**src/gdst_pkg.sv**
```systemverilog
`default_nettype none
// ----------------------------------------------------------------------------
// gdst_pkg
// Shared types and constants for the graphical degree sequence test.
// ----------------------------------------------------------------------------
package gdst_pkg;

  localparam int DEG_W = 8;
  localparam int NBINS = 256;

  typedef logic [DEG_W-1:0] deg_t;

  typedef enum logic [3:0] {
    ST_LOAD,
    ST_B_SWAIT,
    ST_B_HADDR,
    ST_B_HWAIT,
    ST_B_HUPD,
    ST_ROUND,
    ST_F_WAIT,
    ST_F_CHK,
    ST_W_PROC,
    ST_W_WAIT
  } state_t;

  typedef struct packed {
    logic load_en;
    logic build_init;
    logic seq_clear;
    logic haddr_from_sdata;
    logic build_update;
    logic round_init;
    logic find_step;
    logic find_hit;
    logic walk_proc;
    logic out_set;
    logic out_graph;
    logic out_long;
  } cmd_t;

  typedef struct packed {
    logic ovf_now;
    logic out_free;
    logic last_build;
    logic live_zero;
    logic bin_nonzero;
    logic top_ok;
    logic walk_more;
  } status_t;

endpackage
`default_nettype wire

```
**src/gdst_ctrl.sv**
```systemverilog
`default_nettype none
// ----------------------------------------------------------------------------
// gdst_ctrl
// Sequencer: load, histogram build, and Havel-Hakimi rounds over the bins.
// ----------------------------------------------------------------------------
module gdst_ctrl (
  input  wire logic              clk,
  input  wire logic              rst,
  input  wire logic              in_valid,
  input  wire logic              in_last,
  output logic                   in_ready,
  input  wire gdst_pkg::status_t status,
  output gdst_pkg::cmd_t         cmd
);
  import gdst_pkg::*;

  state_t state;
  state_t state_next;
  logic   accept;

  always_ff @(posedge clk) begin
    if (rst) begin
      state <= ST_LOAD;
    end else begin
      state <= state_next;
    end
  end

  assign in_ready = (state == ST_LOAD) && status.out_free;
  assign accept   = in_valid && in_ready;

  always_comb begin
    state_next = state;
    cmd        = '0;
    unique case (state)
      ST_LOAD: begin
        cmd.load_en = accept;
        if (accept && in_last) begin
          if (status.ovf_now) begin
            cmd.out_set   = 1'b1;
            cmd.out_long  = 1'b1;
            cmd.seq_clear = 1'b1;
          end else begin
            cmd.build_init = 1'b1;
            state_next     = ST_B_SWAIT;
          end
        end
      end
      ST_B_SWAIT: state_next = ST_B_HADDR;
      ST_B_HADDR: begin
        cmd.haddr_from_sdata = 1'b1;
        state_next           = ST_B_HWAIT;
      end
      ST_B_HWAIT: state_next = ST_B_HUPD;
      ST_B_HUPD: begin
        cmd.build_update = 1'b1;
        state_next       = status.last_build ? ST_ROUND : ST_B_SWAIT;
      end
      ST_ROUND: begin
        if (status.live_zero) begin
          cmd.out_set   = 1'b1;
          cmd.out_graph = 1'b1;
          cmd.seq_clear = 1'b1;
          state_next    = ST_LOAD;
        end else begin
          cmd.round_init = 1'b1;
          state_next     = ST_F_WAIT;
        end
      end
      ST_F_WAIT: state_next = ST_F_CHK;
      ST_F_CHK: begin
        if (status.bin_nonzero) begin
          if (status.top_ok) begin
            cmd.find_hit = 1'b1;
            state_next   = ST_W_PROC;
          end else begin
            cmd.out_set   = 1'b1;
            cmd.seq_clear = 1'b1;
            state_next    = ST_LOAD;
          end
        end else begin
          cmd.find_step = 1'b1;
          state_next    = ST_F_WAIT;
        end
      end
      ST_W_PROC: begin
        cmd.walk_proc = 1'b1;
        state_next    = status.walk_more ? ST_W_WAIT : ST_ROUND;
      end
      ST_W_WAIT: state_next = ST_W_PROC;
      default:   state_next = ST_LOAD;
    endcase
  end

  a_out_slot_free: assert property (@(posedge clk) disable iff (rst)
    cmd.out_set |-> status.out_free)
    else $error("result written while output slot busy");

  a_build_leaves_load: assert property (@(posedge clk) disable iff (rst)
    cmd.build_init |=> !in_ready)
    else $error("input taken during test");

  a_hit_goes_walk: assert property (@(posedge clk) disable iff (rst)
    cmd.find_hit |=> (state == ST_W_PROC))
    else $error("walk not started after top found");

endmodule
`default_nettype wire

```
**src/gdst_datapath.sv**
```systemverilog
`default_nettype none
// ----------------------------------------------------------------------------
// gdst_datapath
// Degree store, degree histogram, counters and the result register.
// ----------------------------------------------------------------------------
module gdst_datapath #(
  parameter int SEQ_DEPTH = 64
) (
  input  wire logic              clk,
  input  wire logic              rst,
  input  wire gdst_pkg::cmd_t    cmd,
  output gdst_pkg::status_t      status,
  input  wire gdst_pkg::deg_t    in_degree,
  input  wire logic              out_ready,
  output logic                   out_valid,
  output logic                   out_graphical,
  output logic                   out_too_long
);
  import gdst_pkg::*;

  localparam int AW   = (SEQ_DEPTH > 1) ? $clog2(SEQ_DEPTH) : 1;
  localparam int CW   = $clog2(SEQ_DEPTH + 1);
  localparam int CMPW = (CW > DEG_W) ? CW : DEG_W;

  logic [DEG_W-1:0] store [SEQ_DEPTH];
  logic [CW-1:0]    hist  [NBINS];
  logic [NBINS-1:0] bin_valid;

  logic [CW-1:0]    count;
  logic             overflow;
  deg_t             max_deg;
  logic [AW-1:0]    idx;
  deg_t             sdata;
  deg_t             haddr;
  logic [CW-1:0]    hdata;
  logic             hval;
  logic [CW-1:0]    live;
  deg_t             v;
  deg_t             top;
  deg_t             rem;
  logic [CMPW-1:0]  carry;
  logic             first;

  logic             full;
  logic [CW-1:0]    eff;
  logic [CW-1:0]    cur;
  logic [CMPW-1:0]  take;
  deg_t             rem_new;
  logic             hist_we;
  logic [CW-1:0]    hist_wdata;

  assign full = (count == CW'(SEQ_DEPTH));
  assign eff  = hval ? hdata : '0;
  assign cur  = eff - CW'(first);
  assign take = (CMPW'(cur) < CMPW'(rem)) ? CMPW'(cur) : CMPW'(rem);
  assign rem_new = rem - take[DEG_W-1:0];

  assign hist_we    = cmd.build_update || cmd.walk_proc;
  assign hist_wdata = cmd.build_update ? (eff + CW'(1))
                                       : CW'(CMPW'(cur) - take + carry);

  always_comb begin
    status             = '0;
    status.ovf_now     = overflow || full;
    status.out_free    = !out_valid || out_ready;
    status.last_build  = ((CW'(idx) + CW'(1)) == count);
    status.live_zero   = (live == '0);
    status.bin_nonzero = (eff != '0);
    status.top_ok      = (CMPW'(v) < CMPW'(live));
    status.walk_more   = ((rem_new != '0) || (take != '0)) && (v != DEG_W'(1));
  end

  // store and histogram memories
  always_ff @(posedge clk) begin
    if (cmd.load_en && !full) begin
      store[count[AW-1:0]] <= in_degree;
    end
    sdata <= store[idx];
  end

  always_ff @(posedge clk) begin
    if (hist_we) begin
      hist[haddr] <= hist_wdata;
    end
    hdata <= hist[haddr];
  end

  always_ff @(posedge clk) begin
    if (rst || cmd.build_init) begin
      bin_valid <= '0;
    end else if (hist_we) begin
      bin_valid[haddr] <= 1'b1;
    end
    hval <= bin_valid[haddr];
  end

  // sequence counters
  always_ff @(posedge clk) begin
    if (rst || cmd.seq_clear) begin
      count    <= '0;
      overflow <= 1'b0;
      max_deg  <= '0;
    end else if (cmd.load_en) begin
      if (full) begin
        overflow <= 1'b1;
      end else begin
        count <= count + CW'(1);
        if (in_degree > max_deg) begin
          max_deg <= in_degree;
        end
      end
    end
  end

  // test datapath
  always_ff @(posedge clk) begin
    if (rst) begin
      idx   <= '0;
      live  <= '0;
      first <= 1'b0;
    end else begin
      if (cmd.build_init) begin
        idx  <= '0;
        live <= '0;
      end
      if (cmd.haddr_from_sdata) begin
        haddr <= sdata;
      end
      if (cmd.build_update) begin
        idx  <= idx + AW'(1);
        live <= live + CW'(sdata != '0);
        top  <= max_deg;
      end
      if (cmd.round_init) begin
        haddr <= top;
        v     <= top;
      end
      if (cmd.find_step) begin
        haddr <= v - DEG_W'(1);
        v     <= v - DEG_W'(1);
      end
      if (cmd.find_hit) begin
        top   <= v;
        rem   <= v;
        carry <= '0;
        first <= 1'b1;
        live  <= live - CW'(1);
      end
      if (cmd.walk_proc) begin
        carry <= take;
        rem   <= rem_new;
        first <= 1'b0;
        haddr <= v - DEG_W'(1);
        v     <= v - DEG_W'(1);
        if (v == DEG_W'(1)) begin
          live <= live - CW'(take);
        end
      end
    end
  end

  // result register
  always_ff @(posedge clk) begin
    if (rst) begin
      out_valid <= 1'b0;
    end else if (cmd.out_set) begin
      out_valid <= 1'b1;
    end else if (out_ready) begin
      out_valid <= 1'b0;
    end
    if (cmd.out_set) begin
      out_graphical <= cmd.out_graph;
      out_too_long  <= cmd.out_long;
    end
  end

  a_scan_above_zero: assert property (@(posedge clk) disable iff (rst)
    cmd.find_step |-> (v > DEG_W'(1)))
    else $error("top search ran below bin one");

  a_walk_complete: assert property (@(posedge clk) disable iff (rst)
    (cmd.walk_proc && (v == DEG_W'(1))) |-> (rem_new == '0))
    else $error("walk ran out of entries");

  a_hit_nonzero_live: assert property (@(posedge clk) disable iff (rst)
    cmd.find_hit |-> (live != '0))
    else $error("top found with no live entries");

endmodule
`default_nettype wire

```
**src/graphical_degree_sequence_test_top.sv**
```systemverilog
`default_nettype none
// ----------------------------------------------------------------------------
// graphical_degree_sequence_test_top
// Havel-Hakimi test of a degree sequence streamed in one degree per beat.
// ----------------------------------------------------------------------------
// Load: one degree per cycle; input stalls during the test and while a result waits.
// After the last beat, each stored degree is read and counted into a degree histogram;
// each round then scans down from the top bin for a nonempty bin and walks down from
// that bin through the one-port bin memory; a round with no live degree ends the test.
// The result is registered when the test ends; too_long is registered on the last beat.
// Reset clears the sequencer, counters and histogram valid bits, not memories.
module graphical_degree_sequence_test_top #(
  parameter int SEQ_DEPTH = 64
) (
  input  wire logic       clk,
  input  wire logic       rst,
  input  wire logic       s_axis_tvalid,
  output logic            s_axis_tready,
  input  wire logic [7:0] s_axis_tdata,   // [7:0] degree
  input  wire logic       s_axis_tlast,
  output logic            m_axis_tvalid,
  input  wire logic       m_axis_tready,
  output logic [7:0]      m_axis_tdata    // [0] graphical, [1] too_long, [7:2] zero
);
  import gdst_pkg::*;

  cmd_t    cmd;
  status_t status;
  logic    graphical;
  logic    too_long;

  gdst_ctrl u_ctrl (
    .clk      (clk),
    .rst      (rst),
    .in_valid (s_axis_tvalid),
    .in_last  (s_axis_tlast),
    .in_ready (s_axis_tready),
    .status   (status),
    .cmd      (cmd)
  );

  gdst_datapath #(
    .SEQ_DEPTH (SEQ_DEPTH)
  ) u_datapath (
    .clk           (clk),
    .rst           (rst),
    .cmd           (cmd),
    .status        (status),
    .in_degree     (s_axis_tdata),
    .out_ready     (m_axis_tready),
    .out_valid     (m_axis_tvalid),
    .out_graphical (graphical),
    .out_too_long  (too_long)
  );

  assign m_axis_tdata = {6'b000000, too_long, graphical};

endmodule
`default_nettype wire

```
**config.mk**
```make
export PLATFORM = sky130hd
export DESIGN_NAME = graphical_degree_sequence_test_top
export DESIGN_NICKNAME = d
export VERILOG_FILES = /design/src/gdst_pkg.sv /design/src/gdst_ctrl.sv /design/src/gdst_datapath.sv /design/src/graphical_degree_sequence_test_top.sv
export SDC_FILE = /design/constraint.sdc
export NUM_CORES = 2
export LEC_CHECK = 0
export CAP_MARGIN = 20
export CORE_AREA = 5 5 442 444
export CTS_CLUSTER_SIZE = 10
export DETAILED_ROUTE_END_ITERATION = 10
export DIE_AREA = 0 0 447 449
export DONT_BUFFER_PORTS = 1
export PLACE_DENSITY = 0.7
export SETUP_SLACK_MARGIN = 0.1
export SLEW_MARGIN = 30
export SYNTH_ARGS = -nofsm -noshare
export SYNTH_HDL_FRONTEND = slang
export SYNTH_SLANG_ARGS = --single-unit
export TNS_END_PERCENT = 20
```
**constraint.sdc**
```tcl
create_clock -name clk -period 27.3 [get_ports clk]
set_input_delay 2.73 -clock clk [delete_from_list [all_inputs] [get_ports clk]]
set_output_delay 2.73 -clock clk [all_outputs]
set_load 0.005 [all_outputs]
```
# [After elaboration in Yosys (flattened, before gate mapping)]
# Memory sizes are Yosys's and may differ from the RTL's. A register that Yosys moved wholly into a read port is not among the register bits.
# Index checks and enable logic that the tools add are counted.
[totals] ff_bits=333 ramBits=2304 elab_cells=150 n_memories=2
[classes] n_addsub=12 n_lt_le_gt_ge=5 n_eq_ne=15 mux=61 n_bitwise=3 reduce_logical=35
[mem_list] memory="u_datapath.hist" words=256 width=7 read_ports=1 rd_clocked_by_memory_dff=1 wr=1 line_no="gdst_datapath.sv:26" text="logic [CW-1:0] hist [NBINS];"
[mem_list] memory="u_datapath.store" words=64 width=8 read_ports=1 rd_clocked_by_memory_dff=1 wr=1 line_no="gdst_datapath.sv:25" text="logic [DEG_W-1:0] store [SEQ_DEPTH];"
[op_table] op="$or 256x256->256" count=1
[op_table] op="$mux 8" count=12
[op_table] op="$mux 7" count=9
[op_table] op="$pmux 4 s10" count=1
[op_table] op="$reduce_bool 8->1" count=3
[op_table] op="$mux 1" count=22
[op_table] op="$mux 4" count=5
[op_table] op="$eq 4x3->1 const B" count=4
[op_table] op="$add 7x1->7 const B" count=2
[op_table] op="$reduce_and 2->1" count=7
[op_table] op="$sub 7x7->7" count=2
[op_table] op="$mux 6" count=2
[op_table] op="$lt 8x9->1 const B" count=1
[op_table] op="$bmux 1 s8" count=1
[op_table] op="$demux 1 s8" count=1
[op_table] op="$eq 4x2->1 const B" count=2
[op_table] op="$eq 4x4->1 const B" count=2
[op_table] op="$eq 8x1->1 const B" count=1
[op_table] op="$ge 8x1->1 const B" count=1
[op_table] op="$gt 8x8->1" count=1
[op_table] op="$lt 7x8->1" count=1
[op_table] op="$lt 8x7->1" count=1
[op_table] op="$mux 2" count=4
[op_table] op="$ne 8x1->1 const B" count=1
[op_table] op="26 further kinds" count=44

# [Depth between registers and ports, before layout]
[logic_depth] ltp_word=12 depth_mapped=29

# [Hierarchy]
# Synthesis repeated with hierarchy kept, for this count alone.
[unflattened] hier_cells=5104 area_unflattened_um2=104391.4
[modules_own_cells] module="gdst_datapath" n_inst=1 cells_each=5046 area_per_inst_um2=103913.4 seq_area_each_um2=76483.4
[modules_own_cells] module="gdst_ctrl" n_inst=1 cells_each=49 area_per_inst_um2=414.1 seq_area_each_um2=80.1
[modules_own_cells] module="graphical_degree_sequence_test_top" n_inst=1 cells_each=9 area_per_inst_um2=63.8 seq_area_each_um2=0.0

# [Worst setup path after synthesis]
# Ideal clock, no wire load.
[synth_timing] path_kind="flip-flop to flip-flop" startpoint="register u_datapath.hval" endpoint="memory u_datapath.hist[0][6] (netlist bit) (data pin)" setup_time_ps=1586 t_arrival_ps=11653 required_ps=25714 path_slack_ps=14061 stages_incl_launch_ff=25 period_less_slack_ps=13239 cell_sequence="dfxtp_1 -> clkbuf_1 -> nand2_1 -> ha_1 -> clkbuf_1 -> nand2b_1 -> o21ai_0 -> nor2_1 -> inv_1 -> ha_1 -> a211oi_1 -> o32ai_1 -> nor2_1 -> clkbuf_1 -> mux2i_1 -> fa_1 -> ha_1 -> nor2b_1 -> o21ai_0 -> nand2b_1 -> a21o_1 -> a21oi_1 -> xor2_1 -> xnor2_1 -> o22ai_1"
[synth_between] elab_chain_cells=7 word_cells_on_any_way=8 classes_between="add/sub (4); order compare (1); mux (3)"
[synth_lines] element="from (decl)" line_no="gdst_datapath.sv:36" text="logic hval;"
[synth_lines] element="from (signal assigned)" line_no="gdst_datapath.sv:94" text="hval <= bin_valid[haddr];"
[synth_lines] element="$mux 7 *" line_no="gdst_datapath.sv:53" text="assign eff = hval ? hdata : '0;"
[synth_lines] element="$sub 7x1->7" line_no="gdst_datapath.sv:54" text="assign cur = eff - CW'(first);"
[synth_lines] element="$lt 7x8->1" line_no="gdst_datapath.sv:55" text="assign take = (CMPW'(cur) < CMPW'(rem)) ? CMPW'(cur) : CMPW'(rem);"
[synth_lines] element="$mux 8" line_no="gdst_datapath.sv:55"
[synth_lines] element="$sub 7x7->7" line_no="gdst_datapath.sv:60" text=": CW'(CMPW'(cur) - take + carry);"
[synth_lines] element="$add 7x7->7" line_no="gdst_datapath.sv:60"
[synth_lines] element="$mux 7 *" line_no="gdst_datapath.sv:59" text="assign hist_wdata = cmd.build_update ? (eff + CW'(1))"
[synth_lines] element="net u_datapath.hist_wdata[6]" line_no="gdst_datapath.sv:50" text="logic [CW-1:0] hist_wdata;"
[synth_lines] element="to (decl)" line_no="gdst_datapath.sv:26"
# The timed path passes the listed nets; every way through them passes the cells marked *.

# [Worst setup path in the final report]
[layout_timing] startpoint="register u_datapath.hval" endpoint="memory u_datapath.hist[143][6] (netlist bit) (data pin)"
# The elaborated chain is that of the path after synthesis.

==> impl_results.md <==
- Detail Route Antenna Nets: 0
- Count of buffers from port buffering: 0
- Row cnt: 161
- CTS HTree Levels: 5
- Worst r2r src: u_datapath.hval
- Post-synth EDFFs: between 2,000 and 2,500
- Post-Place Cell Area: about 0.11 mm²
- Wire per inst: 30.22 µm
- Hold path depth: 1
- Post-synthesis cell count: ~5,100
- Final Max Slew Viols: 0
- Worst Hold Launch: u_datapath.bin_valid[238]
- Mapped Area: between 0.1 and 0.15 mm²
- Hold slack: between 0.4 and 0.5 ns
- Crit Path Max Fanout: 112
- Synth area leader: edfxtp_1
- Detailed Place HPWL: 138,400 µm
- Layout area overhead: 11.42%
- Die H: 449 µm
- Die W: about 450 µm
- Hold WC Path Type: reg -> reg
- DRT Pass-1 Iters: 9
- Seq/Total Area, Yosys: about three quarters
- Fin Setup TNS: 0 ns
- Hold Buf Count CTS: 0
- FF-to-FF path depth: 24
- Num ports: 23
- Fmax: 119.0 MHz
- RSZ-0062 raised after global routing: false
- Total global routing overflow: 0
- Async S/R FF share, synth: 0%
- Max_slew headroom: a little under a third
- Crit path time final: 8.400 ns
- WP data arrival: 8.96 ns
- CP Launch Type: register
- Post-cts gate resize count: 0
- Routed vias/inst: 6.440
- Syn. warnings: 0
- Inserted Clock Buffers: 318
- Worst setup EP type: register
- Sink Count: 2,652
- Largest net degree at the start of global routing: 257
- Reg-to-reg endpoint: u_datapath.hist[143][6]
- Period utilization: 30.77%
- Most frequent cell after synthesis: edfxtp_1
- Die ar.: ~0.20 mm²
- Syn_area_per_cell: 20.47 µm²
- Clock root cell: clkbuf_16
- Worst-path clk slew: ~0.050 ns
- GPL Wtd Cong: roughly 0.86
- Initial antenna violation count: 4
- Pwr/cell area: 70.44 mW/mm²
- Vias: 51,051
- Worst Hold End: u_datapath.bin_valid[238]
- CP max stage cell: or2_0
- ANT cells: 0
- Slew @ Worst Pin: 1.028 ns
- Nets: 5,252
- Post-route cell area: 0.1161 mm²
- Starting Density: 54.51%
- Critical-path cell list: nand2_1, ha_1, nand2b_1, o21ai_0, nor2_1, inv_1, ha_1, a211oi_1, o32ai_1, or2_0, o21ai_1, fa_1, inv_1, fa_1, nor2b_1, o21ai_0, nand2b_1, a21o_1, a21oi_1, xor2_1, xnor2_1, o22ai_4, buf_6, buf_6
- Ys flop type: edfxtp_1
- Pre-CTS setup slack: between 15 and 20 ns
- WP data required: 27.86 ns
- Status: finished clean
- Core area: 0.1912 mm²
- Post-CTS Setup Bufs: 0
- Share of layout cells above drive strength 1: 24.48%
- Crit Path Class: reg -> reg
- Vias in the first global route: 51,680
- Endpoints failing setup: 0
- TritonCTS clock tree: built
- Global-route wire length before repair: 356,300 µm
- Clk buf depth: 4
- Clock Latency Late Sink: approximately 0.92 ns
- Synth cell types: 78
- Top-area cell type share of the netlist area: 67.57%
- Area contributors post-synth: edfxtp_1 68%, mux4_2 18%, dfxtp_1 5.9%
- Total track usage: 24.06%
- Remaining routing DRC violations: 0
- Synth cell count leaders: 2,345 x edfxtp_1, 814 x mux4_2, 429 x nor2_1
- Max Cap Viol: 0
- Clk_skew: 0.07006 ns
- Final wirelength: 239,600 µm
- Slowest cell delay on critical path: 0.72 ns
- DR iter-0 viols: 5,678
- Filler cells: 13,064
- Seq cells post-synth: 2,652
- Internal reg-to-reg setup slack: 18.90 ns
- Final Worst Setup Slack: between 15 and 20 ns
- VDD IR max: 0.07566 mV
- Leak pwr: 0.03605 µW
- Final hold violation count: 0
==> per-layer routing <==
layer  vias to the layer above  GRT usage, %  share of wire (%)
met5                         -             0                  0
li1                      21126             -                  -
met2                      2310         37.14                 48
met4                         0         8.999                4.0
met1                     27098         34.71                 40
met3                       517         4.664                8.0
==> worst max-delay path, delay by kind of cell, from the launching register on <==
kind	cells	cell delay [ns]
compound gates	8	2.05
buf+inv	4	1.40
simple gates	6	1.68
flops	1	0.63
xor+xnor	2	0.32
fa+ha+maj	4	1.71
==> placed cells by master (no fill, tap or decap), types with 21 or more instances in the layout <==
cell / n
buf_4: 46
dfxtp_1: 303
clkbuf_1: 203
a22oi_1: 37
xnor2_1: 30
mux4_2: 814
o21a_1: 259
inv_1: 43
clkbuf_16: 320
edfxtp_1: 2345
o21ai_0: 32
nor2_2: 40
mux2i_1: 22
nor2_1: 388
a21oi_1: 49
nand3_1: 27
ha_1: 48
xor2_1: 21
nand2_1: 88
==> cell families after synthesis <==
group / Yosys count / synth area share (%)
DFF: 2652 / 73.47
AOI/OAI and AO/OA: 460 / 3.154
muxes: 851 / 17.97
buffers and inverters: 346 / 1.496
xor gates and xnor gates: 51 / 0.4286
other: 1 / 0.003599
adders and majority gates: 58 / 0.7228
and+or+nand+nor: 671 / 2.757
==> registers in the layout, indices dropped and copies added, names as in the netlist, 7 cells and up <==
signal / count
u_datapath.v: 8
u_datapath.haddr: 8
u_datapath.count: 7
u_datapath.hist: 1792
u_datapath.bin_valid: 256
u_datapath.live: 7
u_datapath.hdata: 7
u_datapath.top: 8
u_datapath.store: 512
u_datapath.rem: 8
u_datapath.carry: 7
u_datapath.max_deg: 8
u_datapath.sdata: 8
==> power breakdown <==
group | switching, µW | total [µW] | internal, µW | leakage, µW
Clock | 1520 | 3710 | 2190 | 0.00426
Sequential | 4.80 | 4380 | 4370 | 0.0236
Combinational | 57.2 | 94.3 | 37.1 | 0.00823
Total | 1580 | 8180 | 6600 | 0.0360
==> worst max path at each step <==
stage	from	endpoint
floorplan	u_datapath.hval	u_datapath.hist[0][6]
global placement	u_datapath.hval	u_datapath.hist[132][6]
detailed placement	u_datapath.hval	u_datapath.hist[128][6]
CTS	u_datapath.hval	u_datapath.hist[143][6]
global route	u_datapath.hval	u_datapath.hist[143][6]
finish	u_datapath.hval	u_datapath.hist[143][6]
==> metrics by stage <==
| step | cells | util (%) | total power (µW) |
|---|---|---|---|
| after floorplan | 5095 | - | 4523 |
| after global placement | 7384 | 55.88 | 4551 |
| after detailed placement | 7385 | 55.94 | 4552 |
| after CTS | 7920 | 60.61 | 8231 |
| after global routing | 7927 | 60.74 | 8422 |
| final | 7927 | 60.74 | 8179 |
==> layout make-up <==
type / count / area (µm²) / area share (%)
Sequential cell: 2652 / 76580 / 65.95
Inverter: 43 / 161.4 / 0.1390
Tap cell: 2526 / 3161 / 2.722
Multi-Input combinational cell: 2097 / 26400 / 22.74
Timing Repair Buffer: 74 / 884.6 / 0.7619
Clock inverter: 10 / 127.6 / 0.1099
Clock buffer: 525 / 8797 / 7.577
(Power assumes the default switching activity.)
